===== src/hdl/descriptor_slot_allocator_core_defines.svh =====
// Assertion macros shared by the descriptor slot allocator RTL.
`ifndef DESCRIPTOR_SLOT_ALLOCATOR_CORE_DEFINES_SVH
`define DESCRIPTOR_SLOT_ALLOCATOR_CORE_DEFINES_SVH

// Same-cycle implication, sampled on clk, off while rst_n is low.
`define DSA_ASSERT_NOW(lbl, ante, cons, msg) \
  lbl: assert property (@(posedge clk) disable iff (!rst_n) (ante) |-> (cons)) \
    else $error(msg);

// Next-cycle implication, sampled on clk, off while rst_n is low.
`define DSA_ASSERT_NEXT(lbl, ante, cons, msg) \
  lbl: assert property (@(posedge clk) disable iff (!rst_n) (ante) |=> (cons)) \
    else $error(msg);

`endif


===== src/hdl/dsa_pkg.sv =====
// Shared types, codes and constants of the descriptor slot allocator.
`default_nettype none
package dsa_pkg;

  localparam int TABLE_DEPTH_DEF = 16384;

  localparam int IDX_W    = 14;
  localparam int CNT_W    = 15;
  localparam int STRIDE_W = 13;
  localparam int ADDR_W   = 48;
  localparam int CFG_W    = 48;
  localparam int CFG_IDX_W = 2;

  localparam logic [CNT_W-1:0]    CAP_RESET    = 15'd16384;
  localparam logic [STRIDE_W-1:0] STRIDE_RESET = 13'd32;
  localparam logic [ADDR_W-1:0]   BASE_RESET   = 48'd0;

  localparam logic OP_ALLOC = 1'b0;
  localparam logic OP_FREE  = 1'b1;

  localparam logic [CFG_IDX_W-1:0] REG_CAPACITY = 2'd0;
  localparam logic [CFG_IDX_W-1:0] REG_STRIDE   = 2'd1;
  localparam logic [CFG_IDX_W-1:0] REG_BASE     = 2'd2;

  typedef enum logic [1:0] {
    ST_OK          = 2'd0,
    ST_EMPTY       = 2'd1,
    ST_NONE_ACTIVE = 2'd2,
    ST_BAD         = 2'd3
  } status_t;

  typedef enum logic [1:0] {
    S_IDLE = 2'd0,
    S_EXEC = 2'd1,
    S_ADDR = 2'd2
  } state_t;

  typedef struct packed {
    status_t            status;
    logic [IDX_W-1:0]   slot_index;
    logic [CNT_W-1:0]   active_slots;
    logic               addr_en;     // successful allocation: address is valid
  } result_t;

  typedef struct packed {
    logic in_ready;
    logic res_load;
    logic mul_en;
  } ctrl_t;

endpackage
`default_nettype wire


===== src/hdl/dsa_addr_calc.sv =====
// Slot address: registered index * stride, then base add.
`default_nettype none
module dsa_addr_calc (
  input  wire logic                          clk,
  input  wire logic                          mul_en,
  input  wire logic [dsa_pkg::IDX_W-1:0]     idx,
  input  wire logic [dsa_pkg::STRIDE_W-1:0]  stride,
  input  wire logic [dsa_pkg::ADDR_W-1:0]    base,
  output logic      [dsa_pkg::ADDR_W-1:0]    addr
);

  localparam int PROD_W = dsa_pkg::IDX_W + dsa_pkg::STRIDE_W;

  logic [PROD_W-1:0] prod_r;

  always_ff @(posedge clk) begin
    if (mul_en) begin
      prod_r <= PROD_W'(idx) * PROD_W'(stride);
    end
  end

  // wraps modulo 2^48
  assign addr = base + dsa_pkg::ADDR_W'(prod_r);

endmodule
`default_nettype wire


===== config.mk =====
export PLATFORM = sky130hd
export DESIGN_NAME = dsa_addr_calc
export DESIGN_NICKNAME = d
export VERILOG_FILES = /design/src/hdl/descriptor_slot_allocator_core_defines.svh /design/src/hdl/dsa_pkg.sv /design/src/hdl/dsa_addr_calc.sv
export SDC_FILE = /design/constraint.sdc
export NUM_CORES = 1
export LEC_CHECK = 0
export BUFFER_PORTS_ARGS = -buffer_cell sky130_fd_sc_hd__buf_4
export CORE_ASPECT_RATIO = 0.8
export CORE_MARGIN = 3
export CORE_UTILIZATION = 55
export CTS_CLUSTER_SIZE = 40
export DETAILED_ROUTE_END_ITERATION = 8
export PLACE_DENSITY = 0.77
export SKIP_CTS_REPAIR_TIMING = 1
export SLEW_MARGIN = 20
export SYNTH_ARGS = -nofsm -noshare
export SYNTH_HDL_FRONTEND = slang
export SYNTH_SLANG_ARGS = --single-unit

===== constraint.sdc =====
create_clock -name clk -period 17 [get_ports clk]
set_clock_uncertainty 0.05 [all_clocks]
set_input_delay 3.4 -clock clk [delete_from_list [all_inputs] [get_ports clk]]
set_output_delay 3.4 -clock clk [all_outputs]
set_load 0.02 [all_outputs]

# Word level (Yosys, flattened, before mapping)
# Index checks and enable logic that the tools add are counted.
# Widths: inputs -> output; s select.
# totals
wordCells	3
out_inout_bits	48
register_bits	27
# op_classes
mul	1
add_sub_neg	1
# ops
operator	count
$add 48x27->48	1
$mul 14x13->27	1

# Longest topological paths before layout
# depth
ltp_word	1
depth_mapped	21
mapped_depth_nobuf	20

# Least setup slack after synthesis
# No wires, ideal clock.
# synth_timing
path_kind	input to output
startpoint	input port base[0] (netlist name)
endpoint	output port addr[36] (netlist name)
path_stages	11
arrival_ns	5.743
t_required_ns	13.550
slack_ns	7.807
path_cell_list	ha_1 inv_1 fa_1 nor2b_1 o31a_1 o31a_1 a21bo_2 a2111oi_2 o31ai_2 nand4_1 xnor2_1
# synth_between
elab_chain_len	1
# synth_rtl
item	line	text
start: declaration	dsa_addr_calc.sv:8	input wire logic [dsa_pkg::ADDR_W-1:0] base,
$add 48x27->48	dsa_addr_calc.sv:23	assign addr = base + dsa_pkg::ADDR_W'(prod_r);
end: declaration	dsa_addr_calc.sv:9	output logic [dsa_pkg::ADDR_W-1:0] addr
# Every way passes these cells.

# Worst setup path in the final report
# Ends and elaborated chain as after synthesis.

==> run summary <==
RSZ-0062 raised after global routing: no
critical path class: in2out
DPL Wire Length: 15,500 um
Async SR Flop Fraction: 0%
Post-synth EDFFs: 27
number of global-route vias before repair: 6,445
CP max stage delay: 0.68 ns
I/O pins: 125
Syn Nets: 1,269
# DRC: 0
Final Total Pwr: 1.70 mW
part of the cycle the worst path needs: 56.6%
routed vias: 6,588
Area growth, synth to finish: 13.4%
final-report hold violation count: 0
first-pass GRT wire length: 30,000 um
Yosys warning total: 0
Root Buffer: clkbuf_16
Synth Flop Type: edfxtp_1
DR pass1 iterations: 5
crit path max fanout: 10
Longest Clk Path Bufs: 2
Final TNS setup: 0 ns
Critical Path End Type: output port
NetSw: 856 uW
gpl congestion: 0.890
full die area: 16,800 sq um
Vias/cell: 5.30
status: finished, final reports clean
registers with the most flip-flops: prod_r: 27 flops
switch share: 50.4%
Setup Viol. Count Final: 0
sequential element share of the synthesized area: 9.64%
ant diodes: 0
Comb pwr share: 86.9%
Pwr Density: 178 nW/um^2
number of synthesized register bits: 27
PortBufs: 124
Synth Area per Inst: 8.76 sq um
crit path cell chain: buf_4 -> ha_1 -> inv_1 -> fa_1 -> nor2b_1 -> o31a_1 -> o31a_1 -> a21bo_2 -> a2111oi_2 -> o31ai_2 -> nand4_1 -> xnor2_1 -> buf_4
worst-margin pin slew: 0.764 ns
max reg flops: 27
row count: 39
clock-pin slew on the worst setup and hold paths: 0.06 ns
antenna violations before repair: 0
worst setup path end: addr[36]
core area: 14,600 sq um
Peak Freq: 104 MHz
Flop pwr share: 10.1%
fraction of layout cells with a size suffix above 1: 12.9%
Crit path arrival time: 6.16 ns
Largest Register: prod_r
H-tree Lvls: 1
leakage power total: 4.89 nW
DIE WIDTH: 144 um
drt wl/cell: 14.6 um
grt total ovfl: 0
internal power: 841 uW
CTS tree: built
Max Cap Violations: 0
peak supply drop: 0.000108 V
die height: 117 um
initial drt markers: 354
TritonCTS Buffers: 3
largest net degree at the start of global routing: 28
starting density of the core: 57.5%
Critical Path Start Type: input port
clock power share: 3.0%
CP max stage cell: o31ai_2
Final min period: 9.61 ns
Hold Crit Class: in2reg
final wirelength: 18,100 um
Worst Setup SP: base[0]
synth unique cells: 46
slew margin rel.: 48.8%
Worst EP required: 13.55 ns
synthesized area: 8410 sq um
Global Route Usage Sum: 21.7%
clock tree sinks: 27
DRT antenna net count: 0
synthesized instance count: 960
Max Slew Vio Count: 0
final net count: 1,368
-- metrics by stage --
stage | instances | setup WS, ns | hold slack, ns | utilization, % | instance area (sq um)
6_report | 1242 | 7.39 | 3.50 | 65.2 | 9540
5_1_grt | 1242 | 7.14 | 3.53 | 65.2 | 9540
4_1_cts | 1242 | 7.40 | 3.51 | 65.2 | 9540
3_5_place_dp | 1238 | 7.39 | 3.77 | 64.6 | 9460
3_3_place_gp | 1238 | 7.50 | 3.78 | 64.6 | 9460
2_1_floorplan | 960 | 7.81 | 3.46 | - | 8410
-- critical path: cells and delay by family --
family                     cells  cell delay, ns
AOI/OAI and AO/OA              5            1.31
xor gates and xnor gates       1            0.18
adders and majority gates      2            0.58
buffers and inverters          3            0.31
and+or+nand+nor                2            0.38
-- Yosys cell counts (3+ instances only) --
cell type / n / area, sq um
edfxtp_1: 27 / 811
nand4_1: 10 / 62.6
and2_1: 98 / 613
and3_1: 10 / 62.6
inv_1: 197 / 739
a31oi_1: 4 / 25.0
fa_1: 133 / 2660
xnor2_1: 52 / 455
a21o_1: 15 / 113
a21oi_1: 42 / 210
nand2_1: 110 / 413
xor2_1: 13 / 114
a221oi_1: 3 / 26.3
nor3_1: 4 / 20.0
o21a_1: 7 / 52.6
clkbuf_1: 28 / 105
o21ai_0: 17 / 85.1
nor2b_1: 4 / 25.0
o211ai_1: 3 / 22.5
nor2_1: 23 / 86.3
ha_1: 99 / 1240
a211oi_1: 6 / 45.0
o21bai_1: 10 / 75.1
nand3_1: 12 / 60.1
-- power groups by stage --
stage / logic [mW] / clock network [mW] / registers [mW]
finish: 1.47 / 0.0510 / 0.171
global route: 1.68 / 0.0549 / 0.173
CTS: 1.48 / 0.0517 / 0.171
detailed placement: 1.47 / 0 / 0.173
global placement: 1.44 / 0 / 0.172
floorplan: 1.12 / 0 / 0.167
-- per-layer routing --
layer / GRT usage [%] / vias to the layer above / part of all wire, %
met1: 34.4 / 3103 / 50
met4: 2.24 / 0 / 0.39
met2: 32.5 / 254 / 40
met3: 3.68 / 7 / 8.8
li1: - / 3224 / -
met5: 0 / - / 0
-- layout by cell type (no fill, tap or decap), types with 4 or more instances in the layout --
master,n
a211oi_1,6
a21o_1,15
a21oi_1,42
a31oi_1,4
and2_1,98
and3_1,10
buf_4,125
edfxtp_1,27
fa_1,133
ha_1,99
inv_1,197
nand2_1,110
nand3_1,12
nand4_1,10
nor2_1,23
nor2b_1,4
nor3_1,4
o21a_1,7
o21ai_0,17
o21bai_1,10
xnor2_1,52
xor2_1,13
-- layout make-up --
type,instances,area (sq um)
multi-input combinational,705,6740
tap,184,230
sequential,27,811
inverter,197,739
timing repair buffer,125,938
clock buffer,4,78.8
fill,1219,5100
-- kinds of logic (layout without fill, tap and decap cells) --
group	after synthesis	in the layout	share of synthesized area [%]
buffers and inverters	228	326	10.2
AO/OA/AOI/OAI	129	129	10.4
XOR/XNOR	65	65	6.77
AND/OR/NAND/NOR	279	279	16.6
adder cells (fa/ha/maj)	232	232	46.4
flip-flops	27	27	9.64
-- worst min-delay path by stage --
stage,startpoint,end,depth (start not counted)
after floorplan,mul_en,prod_r[0],0
after CTS,idx[0],prod_r[0],2
after detailed placement,idx[0],prod_r[0],2
after global placement,mul_en,prod_r[8],1
after global routing,mul_en,prod_r[8],1
final,idx[0],prod_r[0],2
(Power assumes the default switching activity.)
