### src/hdl/descriptor_slot_allocator_core_defines.svh
// Assertion macros shared by the descriptor slot allocator RTL.
`ifndef DESCRIPTOR_SLOT_ALLOCATOR_CORE_DEFINES_SVH
`define DESCRIPTOR_SLOT_ALLOCATOR_CORE_DEFINES_SVH

// Same-cycle implication, sampled on clk, off while rst_n is low.
`define DSA_ASSERT_NOW(lbl, ante, cons, msg) \
  lbl: assert property (@(posedge clk) disable iff (!rst_n) (ante) |-> (cons)) \
    else $error(msg);

// Next-cycle implication, sampled on clk, off while rst_n is low.
`define DSA_ASSERT_NEXT(lbl, ante, cons, msg) \
  lbl: assert property (@(posedge clk) disable iff (!rst_n) (ante) |=> (cons)) \
    else $error(msg);

`endif

### src/hdl/dsa_pkg.sv
// Shared types, codes and constants of the descriptor slot allocator.
`default_nettype none
package dsa_pkg;

  localparam int TABLE_DEPTH_DEF = 16384;

  localparam int IDX_W    = 14;
  localparam int CNT_W    = 15;
  localparam int STRIDE_W = 13;
  localparam int ADDR_W   = 48;
  localparam int CFG_W    = 48;
  localparam int CFG_IDX_W = 2;

  localparam logic [CNT_W-1:0]    CAP_RESET    = 15'd16384;
  localparam logic [STRIDE_W-1:0] STRIDE_RESET = 13'd32;
  localparam logic [ADDR_W-1:0]   BASE_RESET   = 48'd0;

  localparam logic OP_ALLOC = 1'b0;
  localparam logic OP_FREE  = 1'b1;

  localparam logic [CFG_IDX_W-1:0] REG_CAPACITY = 2'd0;
  localparam logic [CFG_IDX_W-1:0] REG_STRIDE   = 2'd1;
  localparam logic [CFG_IDX_W-1:0] REG_BASE     = 2'd2;

  typedef enum logic [1:0] {
    ST_OK          = 2'd0,
    ST_EMPTY       = 2'd1,
    ST_NONE_ACTIVE = 2'd2,
    ST_BAD         = 2'd3
  } status_t;

  typedef enum logic [1:0] {
    S_IDLE = 2'd0,
    S_EXEC = 2'd1,
    S_ADDR = 2'd2
  } state_t;

  typedef struct packed {
    status_t            status;
    logic [IDX_W-1:0]   slot_index;
    logic [CNT_W-1:0]   active_slots;
    logic               addr_en;     // successful allocation: address is valid
  } result_t;

  typedef struct packed {
    logic in_ready;
    logic res_load;
    logic mul_en;
  } ctrl_t;

endpackage
`default_nettype wire

### src/hdl/dsa_ctrl.sv
// Sequencer and allocation bookkeeping around the freed-slot stack.
`default_nettype none
module dsa_ctrl #(
  parameter int TABLE_DEPTH = dsa_pkg::TABLE_DEPTH_DEF,
  parameter int AW          = $clog2(TABLE_DEPTH)
) (
  input  wire logic                      clk,
  input  wire logic                      rst_n,
  input  wire logic                      in_valid,
  input  wire logic                      in_op,
  input  wire logic [dsa_pkg::IDX_W-1:0] in_index,
  input  wire logic                      out_space,
  input  wire logic [dsa_pkg::CNT_W-1:0] cap,
  output dsa_pkg::ctrl_t                 ctrl,
  output dsa_pkg::result_t               res,
  output logic      [dsa_pkg::IDX_W-1:0] mul_idx,
  output logic                           mem_rd_en,
  output logic      [AW-1:0]             mem_rd_addr,
  input  wire logic [dsa_pkg::IDX_W-1:0] mem_rd_data,
  output logic                           mem_wr_en,
  output logic      [AW-1:0]             mem_wr_addr,
  output logic      [dsa_pkg::IDX_W-1:0] mem_wr_data
);

  localparam int DW = AW + 1;

  dsa_pkg::state_t  state_r, state_nxt;
  logic                      op_r;
  logic [dsa_pkg::IDX_W-1:0] rel_r;
  logic [dsa_pkg::CNT_W-1:0] nf_r, nf_nxt;
  logic [DW-1:0]             depth_r, depth_nxt, depth_m1;
  logic [dsa_pkg::CNT_W-1:0] active_r, active_nxt;
  dsa_pkg::result_t          res_r, res_nxt;
  logic                      accept;
  logic                      exec;

  assign accept = in_valid && ctrl.in_ready;
  assign exec   = (state_r == dsa_pkg::S_EXEC);

  // next state
  always_comb begin
    state_nxt = state_r;
    case (state_r)
      dsa_pkg::S_IDLE: begin
        if (in_valid) state_nxt = dsa_pkg::S_EXEC;
      end
      dsa_pkg::S_EXEC: state_nxt = dsa_pkg::S_ADDR;
      dsa_pkg::S_ADDR: begin
        if (out_space) state_nxt = in_valid ? dsa_pkg::S_EXEC : dsa_pkg::S_IDLE;
      end
      default: state_nxt = dsa_pkg::S_IDLE;
    endcase
  end

  // state outputs
  always_comb begin
    ctrl = '0;
    case (state_r)
      dsa_pkg::S_IDLE: ctrl.in_ready = 1'b1;
      dsa_pkg::S_EXEC: ctrl.mul_en = 1'b1;
      dsa_pkg::S_ADDR: begin
        ctrl.in_ready = out_space;
        ctrl.res_load = out_space;
      end
      default: ctrl = '0;
    endcase
  end

  // stack top is read at accept; the write of a free happens at the
  // end of EXEC, never on an accept edge, so no forwarding is needed
  assign depth_m1    = depth_r - DW'(1);
  assign mem_rd_en   = accept;
  assign mem_rd_addr = depth_m1[AW-1:0];
  assign mem_wr_addr = depth_r[AW-1:0];
  assign mem_wr_data = rel_r;

  always_comb begin
    nf_nxt     = nf_r;
    depth_nxt  = depth_r;
    active_nxt = active_r;
    res_nxt    = res_r;
    mem_wr_en  = 1'b0;
    if (exec) begin
      res_nxt = '{status: dsa_pkg::ST_OK, slot_index: '0,
                  active_slots: active_r, addr_en: 1'b0};
      if (op_r == dsa_pkg::OP_ALLOC) begin
        if (nf_r < cap) begin
          res_nxt.slot_index = nf_r[dsa_pkg::IDX_W-1:0];
          res_nxt.addr_en    = 1'b1;
          nf_nxt             = nf_r + dsa_pkg::CNT_W'(1);
        end else if (depth_r != '0) begin
          res_nxt.slot_index = mem_rd_data;
          res_nxt.addr_en    = 1'b1;
          depth_nxt          = depth_m1;
        end else begin
          res_nxt.status = dsa_pkg::ST_EMPTY;
        end
        if (res_nxt.addr_en && (active_r != '1)) begin
          active_nxt = active_r + dsa_pkg::CNT_W'(1);
        end
      end else begin
        if ({1'b0, rel_r} >= cap) begin
          res_nxt.status = dsa_pkg::ST_BAD;
        end else if (active_r == '0) begin
          res_nxt.status = dsa_pkg::ST_NONE_ACTIVE;
        end else if (depth_r == DW'(TABLE_DEPTH)) begin
          res_nxt.status = dsa_pkg::ST_BAD;
        end else begin
          mem_wr_en  = 1'b1;
          depth_nxt  = depth_r + DW'(1);
          active_nxt = active_r - dsa_pkg::CNT_W'(1);
        end
      end
      res_nxt.active_slots = active_nxt;
    end
  end

  assign mul_idx = res_nxt.slot_index;

  always_ff @(posedge clk) begin
    if (!rst_n) begin
      state_r  <= dsa_pkg::S_IDLE;
      nf_r     <= '0;
      depth_r  <= '0;
      active_r <= '0;
    end else begin
      state_r  <= state_nxt;
      nf_r     <= nf_nxt;
      depth_r  <= depth_nxt;
      active_r <= active_nxt;
    end
  end

  always_ff @(posedge clk) begin
    if (accept) begin
      op_r  <= in_op;
      rel_r <= in_index;
    end
    res_r <= res_nxt;
  end

  assign res = res_r;

endmodule
`default_nettype wire

### config.mk
export PLATFORM = sky130hd
export DESIGN_NAME = dsa_ctrl
export DESIGN_NICKNAME = d
export VERILOG_FILES = /design/src/hdl/descriptor_slot_allocator_core_defines.svh /design/src/hdl/dsa_pkg.sv /design/src/hdl/dsa_ctrl.sv
export SDC_FILE = /design/constraint.sdc
export NUM_CORES = 1
export LEC_CHECK = 0
export BUFFER_PORTS_ARGS = -buffer_cell sky130_fd_sc_hd__buf_2
export CORE_AREA = 3 3 112 114
export CTS_CLUSTER_DIAMETER = 120
export CTS_CLUSTER_SIZE = 40
export DETAILED_ROUTE_END_ITERATION = 6
export DIE_AREA = 0 0 115 117
export PLACE_DENSITY = 0.76
export SLEW_MARGIN = 5
export SYNTH_ARGS = -nofsm -noshare
export SYNTH_HDL_FRONTEND = slang
export SYNTH_SLANG_ARGS = --single-unit
### constraint.sdc
create_clock -name clk -period 2.72 [get_ports clk]
set_clock_uncertainty 0.2 [all_clocks]
set_input_delay 0.136 -clock clk [delete_from_list [all_inputs] [get_ports clk]]
set_output_delay 0.136 -clock clk [all_outputs]
set_load 0.03 [all_outputs]
# Yosys cells after proc, flatten, opt, wreduce, memory -nomap -nowiden
# Cells that the tools add are included.
# totals
latch_bits,0
mem_bits_ro,0
n_memories,0
reg_bits,94
wordCells,75
inputBits,48
mem_bits_rw,0
output_inout_bits,93
# op_classes
addsub,5
n_div,0
shift,0
bitwise,1
reduce_logical,9
mul,0
muxes,38
magnitude_cmp,2
eq_ne,10
# ops
op,n
$mux 15,11
$add 15x1->15 const B,3
$mux 14,3
$mux 30,1
$sub 15x1->15 const B,2
$eq 15x15->1 const B,1
$ge 14x15->1,1
$logic_not 15->1,1
$lt 15x15->1,1
$ne 15x15->1 const B,1
$reduce_bool 15->1,1
$mux 1,14
$mux 2,7
$ne 2x2->1 const B,6
$pmux 2 s3,1
$reduce_and 6->1,1
$reduce_and 3->1,1
$eq 2x1->1 const B,1
$eq 2x2->1 const B,1
$logic_and 1x1->1,2
$logic_not 2->1,1
$pmux 1 s2,1
$reduce_and 2->1,1
$reduce_bool 2->1,1
$not 1->1,1

# Logic depth before layout (Yosys ltp)
# Gate-level depths: netlist (run 1).
# depth
word_depth,9
ltp_mapped,12
mapped_depth_nobuf,10

# Least setup slack after synthesis (run 1)
# OpenSTA, ideal clock, no wires.
# synth_path
path_type,reg-to-reg
start,"reg rel_r, in the netlist mem_wr_data[8]"
end,reg active_r[0] (netlist name)
t_required_ps,2405
t_arrival_ps,2812
setup_slack_ps,-407
path_stages_with_launch,10
n_path_buf,0
path_cell_list,edfxtp_1 -> ha_1 -> a211oi_1 -> nor2_1 -> a211o_1 -> o2111ai_1 -> a22oi_2 -> nor3_2 -> o21ai_0 -> and3_1
# synth_via
elab_chain_cells,3
# synth_lines
item,line_no,source
"start, declared",dsa_ctrl.sv:29,logic [dsa_pkg::IDX_W-1:0] rel_r;
"start signal, assigned",dsa_ctrl.sv:137,rel_r <= in_index;
$ge 14x15->1,dsa_ctrl.sv:102,"if ({1'b0, rel_r} >= cap) begin"
$mux 15,dsa_ctrl.sv:102,
$mux 15,dsa_ctrl.sv:86,if (op_r == dsa_pkg::OP_ALLOC) begin
"end signal, assigned",dsa_ctrl.sv:130,active_r <= active_nxt;
"end, declared",dsa_ctrl.sv:32,"logic [dsa_pkg::CNT_W-1:0] active_r, active_nxt;"
# No other way between the ends.
# A chain may end at the register's enable or synchronous reset.

# Worst setup path in the final report (run 1)
# layout_path
start,reg depth_r[8]
end,out mul_idx[3] (netlist name)
# layout_via
elab_chain_cells,5
# layout_lines
item,line_no,source
"start, declared",dsa_ctrl.sv:31,"logic [DW-1:0] depth_r, depth_nxt, depth_m1;"
"start signal, assigned",dsa_ctrl.sv:129,depth_r <= depth_nxt;
$reduce_bool 15->1,dsa_ctrl.sv:91,end else if (depth_r != '0) begin
$mux 14,dsa_ctrl.sv:91,
$mux 14,dsa_ctrl.sv:87,if (nf_r < cap) begin
$mux 14,dsa_ctrl.sv:86,
$mux 30,dsa_ctrl.sv:83,if (exec) begin
"end, declared",dsa_ctrl.sv:16,"output logic [dsa_pkg::IDX_W-1:0] mul_idx,"
# No other way between the ends.

==> impl_metrics.tcl, run 1 <==
set metrics [dict create \
    synth_edf_count 33 \
    grt_pass1_wl_mm 28.10 \
    syn_area_per_cell_um2 8.891 \
    ys_types 65 \
    p_leak_nw 3.882 \
    slew_viol_final 0 \
    endpoint_kind "output pin" \
    first_global_vias 5809 \
    cts_tree "done" \
    fmaxAchievable_mhz 326.0 \
    worstPathArrival_ns 2.73 \
    worstMarginPinSlew_ns 0.8528 \
    nNetsFinal 966 \
    wl_per_cell_um 18.41 \
    drive_gt1_share_pct 39.86 \
    fillers 754 \
    detail-route-antenna-nets 0 \
    port_buffers 140 \
    powerDensity_nw_per_um2 522.3 \
    ys.flop_type "dfxtp_1" \
    drt-initial-drc-count 429 \
    core_area_um2 11520 \
    place.gp.congestion 0.9362 \
    final-hold-violation-count 0 \
    p_int_w 0.002869 \
    grt_max_degree 33 \
    rsz0062_at_grt "true" \
    period_needed_ns 3.067 \
    ctsLongestPathBuffers 2 \
    viasPerCell 5.854 \
    ir_drop_uv 354.7 \
    pre_cts_ws_ns -0.2036 \
    synthArstFlopShare_pct 0 \
    start_kind "flop" \
    seq_area_frac_synth_pct 39.31 \
    critPathKind "reg2out" \
    vias 6035 \
    synth_nets 716 \
    finalSetupViolCount 61 \
    yosys_warnings 0 \
    fp.dieH_um 117 \
    initial_core_util_pct 48.87 \
    cts_buffers 9 \
    critPathMaxFanout 7 \
    pwr-share-seq_pct 36.0 \
    switchingPower_w 0.001541 \
    slew_headroom_pct 42.62 \
    insertion_delay_ns 0.36 \
    min_path_type "in2reg" \
    insertedDiodeCount 0 \
    synth_seq_cells 94 \
    grt_use_total_pct 26.03 \
    utilization_pct 73.31 \
    wirelength_mm 18.98 \
    antenna_found_initial 0 \
    finalCritPeriodShare_pct 112.8 \
    setup_slack_ns -0.3473 \
    io_pins 141 \
    syn_to_final_growth_pct 50.00 \
    violations "setup timing" \
    dpl.hpwl_mm 11.69 \
    die_area_um2 13460 \
    cts.sinks 94 \
    pwr-share-clk_pct 28.4 \
    root_buffer "clkbuf_16" \
    drv_cap 0 \
    syn_area_um2 5628 \
    seq_area_um2 2215 \
    swShare_pct 34.94 \
    overflow 0 \
    fp-row-count 39 \
    die_w_um 115 \
    multi_input_area_um2 3548 \
    dr.pass1.iters 7 \
    status "finished, violations left" \
    comb_power_share_pct 35.5 \
    crit_required_ns 2.38 \
    cts.htree.levels 3 \
    syn_inst 633 \
    drc 0 \
    clk_pin_slew_worst_paths_ns 0.07 \
]
-- worst max-delay path, cell delays in order, from the launching register on --
cell      delay [ns]
dfxtp_1         0.32
or4_4           0.56
nor3_4          0.19
buf_6           0.13
nand4_1         0.14
nor3b_4         0.23
buf_6           0.15
a222oi_1        0.35
inv_1           0.14
buf_6           0.16
-- cells by family (layout without fill, tap and decap cells) --
family          after synthesis  after routing  synth area share [%]
fa+ha+maj                    35             35                 7.781
simple gates                234            234                 21.77
mux                          16             16                 2.846
compound gates              123            127                 14.87
xor+xnor                     35             35                 5.447
buf+inv                      96            347                 7.981
flops                        94             94                 39.31
-- timing repair --
| item | in CTS | in global routing |
|---|---|---|
| gates cloned | 4 | 1 |
| gates resized for setup | 58 | 102 |
| pin swaps | 18 | 56 |
| endpoints found under the setup margin | 57 | 62 |
| hold buffers | 30 | 0 |
| hold endpoints to repair | 30 | 0 |
| setup buffers | 24 | 22 |
-- layout make-up --
cell class                 instances  share of cell area, %
multi-input combinational        447                  42.03
sequential                        94                  26.23
inverter                          50                  2.223
timing repair buffer             281                  23.98
clock buffer                      10                  2.831
clock inverter                     6                 0.5780
tap                              143                  2.119
-- Yosys cell counts (5+ instances only) --
| cell | count | area, um^2 |
|---|---|---|
| mux2i_1 | 16 | 160.2 |
| nor4_1 | 5 | 31.28 |
| buf_4 | 15 | 112.6 |
| o21ai_0 | 25 | 125.1 |
| or3_1 | 16 | 100.1 |
| nand3_1 | 20 | 100.1 |
| and3_1 | 17 | 106.4 |
| nor2_1 | 49 | 183.9 |
| inv_1 | 50 | 187.7 |
| clkbuf_1 | 26 | 97.59 |
| nand2b_1 | 13 | 81.33 |
| xnor2_1 | 20 | 175.2 |
| a222oi_1 | 14 | 140.1 |
| ha_1 | 35 | 437.9 |
| a22oi_1 | 5 | 37.54 |
| nand4_1 | 20 | 125.1 |
| nor3_1 | 19 | 95.09 |
| or4_1 | 5 | 37.54 |
| xor2_1 | 15 | 131.4 |
| edfxtp_1 | 33 | 991.0 |
| nand2_1 | 50 | 187.7 |
| dfxtp_1 | 61 | 1221 |
| a21oi_1 | 38 | 190.2 |
-- cells in the final DEF, fill, tap and decap left out, drive strengths merged, types with 14 or more instances in the layout --
cell,n
a21oi,39
a222oi,14
and3,17
buf,251
dfxtp,61
dlygate4sd3,30
edfxtp,33
ha,35
inv,55
mux2i,16
nand2,50
nand3,21
nand4,20
nor2,50
nor3,21
o21ai,27
or3,16
xnor2,20
xor2,15
-- worst paths after layout --
check	startpoint	to	slack, ns	depth (start not counted)
setup / recovery	depth_r[8]	mul_idx[3]	-0.35	9
hold / removal	rst_n	depth_r[12]	0.11	3
setup reg to reg	mem_wr_data[6]	res[13]	-0.27	13
hold reg to reg	state_r[1]	state_r[1]	0.32	2
-- per-layer routing --
| metal | part of all wire [%] | vias up | GRT usage, % |
|---|---|---|---|
| li1 | - | 2801 | - |
| met1 | 38 | 2851 | 30.66 |
| met2 | 51 | 308 | 46.41 |
| met3 | 7.6 | 75 | 4.524 |
| met4 | 3.9 | 0 | 11.74 |
| met5 | 0 | - | 0 |
-- metrics by stage --
| stage | instance area [um^2] | setup TNS [ns] | total power, W | hold slack [ns] | cells |
|---|---|---|---|---|---|
| after global placement | 6815 | -1.345 | 0.002717 | 0.1121 | 937 |
| final | 8442 | -12.19 | 0.004409 | 0.1060 | 1031 |
| after CTS | 7875 | -9.296 | 0.004171 | 0.08763 | 1010 |
| after floorplan | 5682 | -1.919 | 0.002377 | 0.03487 | 633 |
| after global routing | 8442 | -16.85 | 0.004574 | 0.1420 | 1031 |
| after detailed placement | 6815 | -4.476 | 0.002743 | 0.1143 | 937 |
-- power groups by stage --
stage | registers, W | clock network (W) | logic (W)
finish | 0.00159 | 0.00125 | 0.00157
global route | 0.00160 | 0.00131 | 0.00167
CTS | 0.00158 | 0.00127 | 0.00132
detailed placement | 0.00161 | 0 | 0.00113
global placement | 0.00161 | 0 | 0.00111
floorplan | 0.00168 | 0 | 0.000698
-- flip-flops by register name (all words and copies together) (netlist names) --
signal and flops:
active_r 15, depth_r 15, mem_wr_data 14, nf_r 15
op_r 1, res 32, state_r 2
Power figures use the tool's default switching activity.
==> run 2, diff against run 1 <==
--- a/config.mk
+++ b/config.mk
@@ -12,6 +12,7 @@
 export DETAILED_ROUTE_END_ITERATION = 6
 export DIE_AREA = 0 0 115 117
 export PLACE_DENSITY = 0.76
+export RECOVER_POWER = 25
 export SLEW_MARGIN = 5
 export SYNTH_ARGS = -nofsm -noshare
 export SYNTH_HDL_FRONTEND = slang
==> impl_metrics.tcl, run 2 (same netlist as run 1, synthesis figures left out) <==
set metrics [dict create \
    critPathKind "reg2out" \
    nNetsFinal 966 \
    core_area_um2 11520 \
    viasPerCell 5.855 \
    slew_headroom_pct 42.65 \
    syn_to_final_growth_pct 49.42 \
    final-hold-violation-count 0 \
    grt_pass1_wl_mm 28.10 \
    p_leak_nw 3.791 \
    drv_cap 0 \
    first_global_vias 5809 \
    place.gp.congestion 0.9362 \
    cts_buffers 9 \
    cts_tree "done" \
    root_buffer "clkbuf_16" \
    crit_top_cell "buf_6" \
    critPathBufInv 4 \
    rrSetupSlack_ns -0.27 \
    tns_ns -12.32 \
    worstPathArrival_ns 2.75 \
    min_path_type "in2reg" \
    r2r_end "res[13]" \
    insertion_delay_ns 0.36 \
    cts.sinks 94 \
    detail-route-antenna-nets 0 \
    drc 0 \
    violations "setup timing" \
    endpoint_kind "output pin" \
    dr.pass1.iters 6 \
    status "finished, violations left" \
    setup_slack_ns -0.3626 \
    wl_per_cell_um 18.50 \
    final_cell_mix "buf_2 (101), buf_4 (87), dfxtp_1 (59), inv_1 (50), nand2_1 (42)" \
    overflow 0 \
    io_pins 141 \
    final_common_cell "buf_2" \
    hold_path_depth 3 \
    slew_viol_final 0 \
    reg2reg_depth 13 \
    port_buffers 140 \
    insertedDiodeCount 0 \
    grt_max_degree 33 \
    vias 6037 \
    die_w_um 115 \
    grt_use_total_pct 26.03 \
    crit_chain "or4_4 -> nor3_4 -> buf_6 -> nand4_1 -> nor3b_4 -> buf_6 -> a222oi_1 -> inv_1 -> buf_6" \
    fp.dieH_um 117 \
    initial_core_util_pct 48.87 \
    critical_path.top_delay_family "simple AND/OR/NAND/NOR gates" \
    ir_drop_uv 354.0 \
    finalCritPeriodShare_pct 113.3 \
    min_to "depth_r[12]" \
    crit_required_ns 2.38 \
    clk_pin_slew_worst_paths_ns 0.07 \
    die_area_um2 13460 \
    finalSetupViolCount 62 \
    period_needed_ns 3.083 \
    drt-initial-drc-count 415 \
    crit_path_top_delay_cell "or4_4" \
    critPathMaxFanout 7 \
    fp-row-count 39 \
    dpl.hpwl_mm 11.69 \
    ctsLongestPathBuffers 2 \
    largest_reg_flops 32 \
    max_stage_delay_ns 0.56 \
    cts.htree.levels 3 \
    rsz0062_at_grt "true" \
    start_kind "flop" \
    worstMarginPinSlew_ns 0.8524 \
    drive_gt1_share_pct 36.94 \
    fmaxAchievable_mhz 324.4 \
    rr_startpoint "mem_wr_data[6]" \
    hold_ws_ns 0.1007 \
    powerDensity_nw_per_um2 524.2 \
    antenna_found_initial 0 \
    wirelength_mm 19.07 \
    hp-start "rst_n" \
]
==> run 2: changes by cell type in the layout (fill, tap and decap cells not counted) <==
cell and delta:
clkbuf_2 +1, clkbuf_1 +26, buf_2 -27
==> run 2: layer usage <==
metal	up-vias	part of all wire (%)	track usage (%)
met5	-	0	0
met1	2841	38	30.66
li1	2796	-	-
met3	70	7.9	4.524
met2	330	50	46.41
met4	0	3.8	11.74
==> run 2: worst max-delay path by stage <==
stage / slack (ns) / to / depth (start not counted) / startpoint
after global routing: -0.43 / mul_idx[3] / 9 / depth_r[8]
after global placement: -0.13 / res[12] / 9 / mem_wr_data[8]
after floorplan: -0.17 / active_r[0] / 9 / mem_wr_data[8]
final: -0.36 / mul_idx[3] / 9 / depth_r[8]
after CTS: -0.29 / mul_idx[4] / 9 / depth_r[11]
after detailed placement: -0.20 / res[3] / 9 / mem_wr_data[5]
==> run 2: area by class of cell <==
cell class                 instances  area, um^2
tap                              143       178.9
multi-input combinational        447        3548
clock buffer                      10       239.0
clock inverter                     6       48.80
timing repair buffer             281        1992
inverter                          50       187.7
sequential                        94        2215
fill                             772        3107
==> run 2: per-stage QoR <==
step / setup slack (ns) / utilization (%) / power, W / instance area, um^2 / cells
finish: -0.3626 / 73.02 / 0.004409 / 8409 / 1031
detailed placement: -0.2036 / 59.18 / 0.002743 / 6815 / 937
global placement: -0.1307 / 59.18 / 0.002717 / 6815 / 937
global route: -0.4341 / 73.02 / 0.004570 / 8409 / 1031
CTS: -0.2865 / 68.38 / 0.004171 / 7875 / 1010
floorplan: -0.1680 / - / 0.002377 / 5682 / 633
==> run 2: repair_timing <==
item,4_1_cts,5_1_grt
resized for setup,58,102
buffers inserted,24,22
cloned,4,1
hold endpoints to repair,30,0
pin swaps,18,56
hold buffers,30,0
endpoints found under the setup margin,57,62
==> run 2: where the power goes <==
group | internal (W) | switching [W]
registers | 0.00154 | 0.0000503
logic | 0.000663 | 0.000900
clock network | 0.000660 | 0.000594
total | 0.00286 | 0.00154
==> run 2: worst min-delay path, stage by stage <==
cell and delay [ns]:
buf_2 0.09, inv_1 0.22, a21oi_2 0.17
==> run 3, diff against run 2 <==
--- a/config.mk
+++ b/config.mk
@@ -5,13 +5,14 @@
 export SDC_FILE = /design/constraint.sdc
 export NUM_CORES = 1
 export LEC_CHECK = 0
+export ABC_AREA = 1
 export BUFFER_PORTS_ARGS = -buffer_cell sky130_fd_sc_hd__buf_2
-export CORE_AREA = 3 3 112 114
+export CORE_AREA = 3 3 121 123
 export CTS_CLUSTER_DIAMETER = 120
 export CTS_CLUSTER_SIZE = 40
 export DETAILED_ROUTE_END_ITERATION = 6
-export DIE_AREA = 0 0 115 117
-export PLACE_DENSITY = 0.76
+export DIE_AREA = 0 0 124 126
+export PLACE_DENSITY = 0.77
 export RECOVER_POWER = 25
 export SLEW_MARGIN = 5
 export SYNTH_ARGS = -nofsm -noshare
==> impl_metrics.tcl, run 3 <==
set metrics [dict create \
    status "completed" \
    grt_max_degree 35 \
    grt_pass1_wl_mm 32.37 \
    ctsLongestPathBuffers 2 \
    period_needed_ns 2.714 \
    seq_area_frac_synth_pct 31.83 \
    p_leak_nw 4.048 \
    wl_per_cell_um 14.75 \
    switchingPower_w 0.001493 \
    drive_gt1_share_pct 17.79 \
    cts_buffers 9 \
    synth_nets 1123 \
    yosys_warnings 0 \
    fp.dieH_um 126 \
    grtUsageMet2_pct 44.32 \
    die_w_um 124 \
    syn_area_per_cell_um2 6.683 \
    pre_cts_ws_ns 0.2870 \
    detail-route-antenna-nets 0 \
    pwr-share-seq_pct 38.2 \
    critPathKind "reg2out" \
    insertion_delay_ns 0.36 \
    die_area_um2 15620 \
    drt-initial-drc-count 678 \
    yosys-top-cells-area "nand2_1 (19%), dfxtp_1 (18%), edfxtp_1 (14%), nand3_1 (7.1%), ha_1 (6.3%)" \
    insertedDiodeCount 0 \
    ir_drop_uv 432.6 \
    ys.flop_type "dfxtp_1" \
    busiest_layer "met2" \
    core_area_um2 13770 \
    ys_types 38 \
    swShare_pct 35.56 \
    pwr-share-clk_pct 31.8 \
    powerDensity_nw_per_um2 497.7 \
    fp-row-count 43 \
    viasPerCell 5.297 \
    finalCritPeriodShare_pct 99.76 \
    port_buffers 140 \
    root_buffer "clkbuf_16" \
    use_met3_pct 6.107 \
    final_cell_mix "nand2_1 (341), inv_1 (107), nand3_1 (96), buf_2 (94), nor2_1 (76)" \
    first_global_vias 6832 \
    p_int_w 0.002706 \
    synth_edf_count 33 \
    min_path_type "in2reg" \
    slew_headroom_pct 59.11 \
    vias 7294 \
    finalSetupViolCount 0 \
    initial_core_util_pct 50.46 \
    synthArstFlopShare_pct 0 \
    fmaxAchievable_mhz 368.5 \
    synth_common_cells "nand2_1 (345), inv_1 (108), nand3_1 (99)" \
    grt_use_total_pct 25.54 \
    synth_seq_cells 94 \
    tns_ns 0 \
    largest_reg_flops 32 \
    start_kind "flop" \
    cts.sinks 94 \
    synth_top_cell_area_share_pct 18.63 \
    synth.most_common_cell "nand2_1" \
    critPathMaxFanout 7 \
    drc 0 \
    post-route-cell-area_um2 8437 \
    cts_tree "done" \
    antenna_found_initial 0 \
    drv_cap 0 \
    wirelength_mm 20.32 \
    worstMarginPinSlew_ns 0.6077 \
    endpoint_kind "output pin" \
    clk_pin_slew_worst_paths_ns 0.07 \
    io_pins 141 \
    dpl_cell_area_um2 7641 \
    dr.pass1.iters 5 \
    syn_to_final_growth_pct 21.39 \
    dpl.hpwl_mm 14.17 \
    place.gp.congestion 0.9802 \
    syn_inst 1040 \
    synth.largest_area_cell "nand2_1" \
    final-hold-violation-count 0 \
    multi_input_area_um2 3999 \
    comb_power_share_pct 30.0 \
    slew_viol_final 0 \
    crit_required_ns 2.38 \
    seq_area_um2 2228 \
    overflow 0 \
    nNetsFinal 1275 \
    cts.htree.levels 3 \
    met1_usage_pct 31.57 \
    setup_slack_ns 0.006447 \
    worstPathArrival_ns 2.38 \
    fillers 1306 \
    final_common_cell "nand2_1" \
    syn_area_um2 6950 \
]
-- run 3: cell count changes after synthesis, sizes merged, moves of 17 or more --
cell,delta
buf,+33
nor2,+44
xnor2,-18
inv,+66
nand3,+78
clkbuf,-19
nand2,+305
and3,-17
-- run 3: layout make-up --
cell class	count	area share, %
Multi-Input combinational cell	767	47.40
Tap cell	180	2.669
Clock inverter	3	0.2669
Timing Repair Buffer	201	14.40
Inverter	119	5.383
Sequential cell	94	26.41
Clock buffer	13	3.470
-- run 3: logic make-up after synthesis --
kind of cell / after synthesis / share of synthesized area [%]
adders and majority gates: 35 / 6.301
DFF: 94 / 31.83
xor gates and xnor gates: 31 / 3.906
and+or+nand+nor: 599 / 37.53
AOI/OAI and AO/OA: 102 / 8.101
buffers and inverters: 179 / 12.33
-- run 3: repair_timing --
item                                   4_1_cts  5_1_grt
hold buffers                                32        0
cloned                                       0        1
setup buffers                                0        5
pin swaps                                    0        9
endpoints found under the hold margin       41        0
setup endpoints to repair                   14       15
gates resized for setup                      7       42
-- run 3: worst paths after layout --
| kind | startpoint | slack [ns] | cells past startpoint | to |
|---|---|---|---|---|
| setup / recovery | nf_r[12] | 0.006 | 13 | mul_idx[13] |
| hold / removal | out_space | 0.01 | 4 | state_r[1] |
| setup reg to reg | nf_r[10] | 0.22 | 14 | res[12] |
| hold reg to reg | state_r[0] | 0.29 | 1 | state_r[1] |
-- run 3: layer usage --
| metal | vias to the layer above | part of all wire, % |
|---|---|---|
| met5 | - | 0 |
| met3 | 42 | 6.8 |
| met4 | 0 | 1.9 |
| met2 | 300 | 50 |
| met1 | 3332 | 42 |
| li1 | 3620 | - |
-- run 3: stage by stage --
stage / instances / hold slack (ns) / util (%) / power, W
global route: 1377 / 0.06561 / 61.26 / 0.004430
floorplan: 1040 / 0.03487 / - / 0.002552
detailed placement: 1323 / 0.1141 / 55.48 / 0.002837
CTS: 1371 / 0.004832 / 60.24 / 0.004206
finish: 1377 / 0.01424 / 61.26 / 0.004199
global placement: 1323 / 0.1119 / 55.48 / 0.002823
-- run 3: critical path: stages, from the launching register on --
cell and delay (ns):
dfxtp_4 0.36, ha_4 0.27, nand2_2 0.06, nor2_4 0.11
nand2_2 0.09, nor2_2 0.13, nand2_2 0.11, nand2_4 0.11
nand2_4 0.07, inv_4 0.07, buf_6 0.14, nand3_2 0.08
o211ai_1 0.18, buf_4 0.23
-- run 3: power groups by stage --
stage          registers [W]  logic (W)  clock network, W
2_1_floorplan        0.00166   0.000888                 0
3_3_place_gp         0.00163    0.00119                 0
3_5_place_dp         0.00163    0.00120                 0
4_1_cts              0.00160    0.00125           0.00136
5_1_grt              0.00161    0.00141           0.00141
6_report             0.00160    0.00126           0.00133
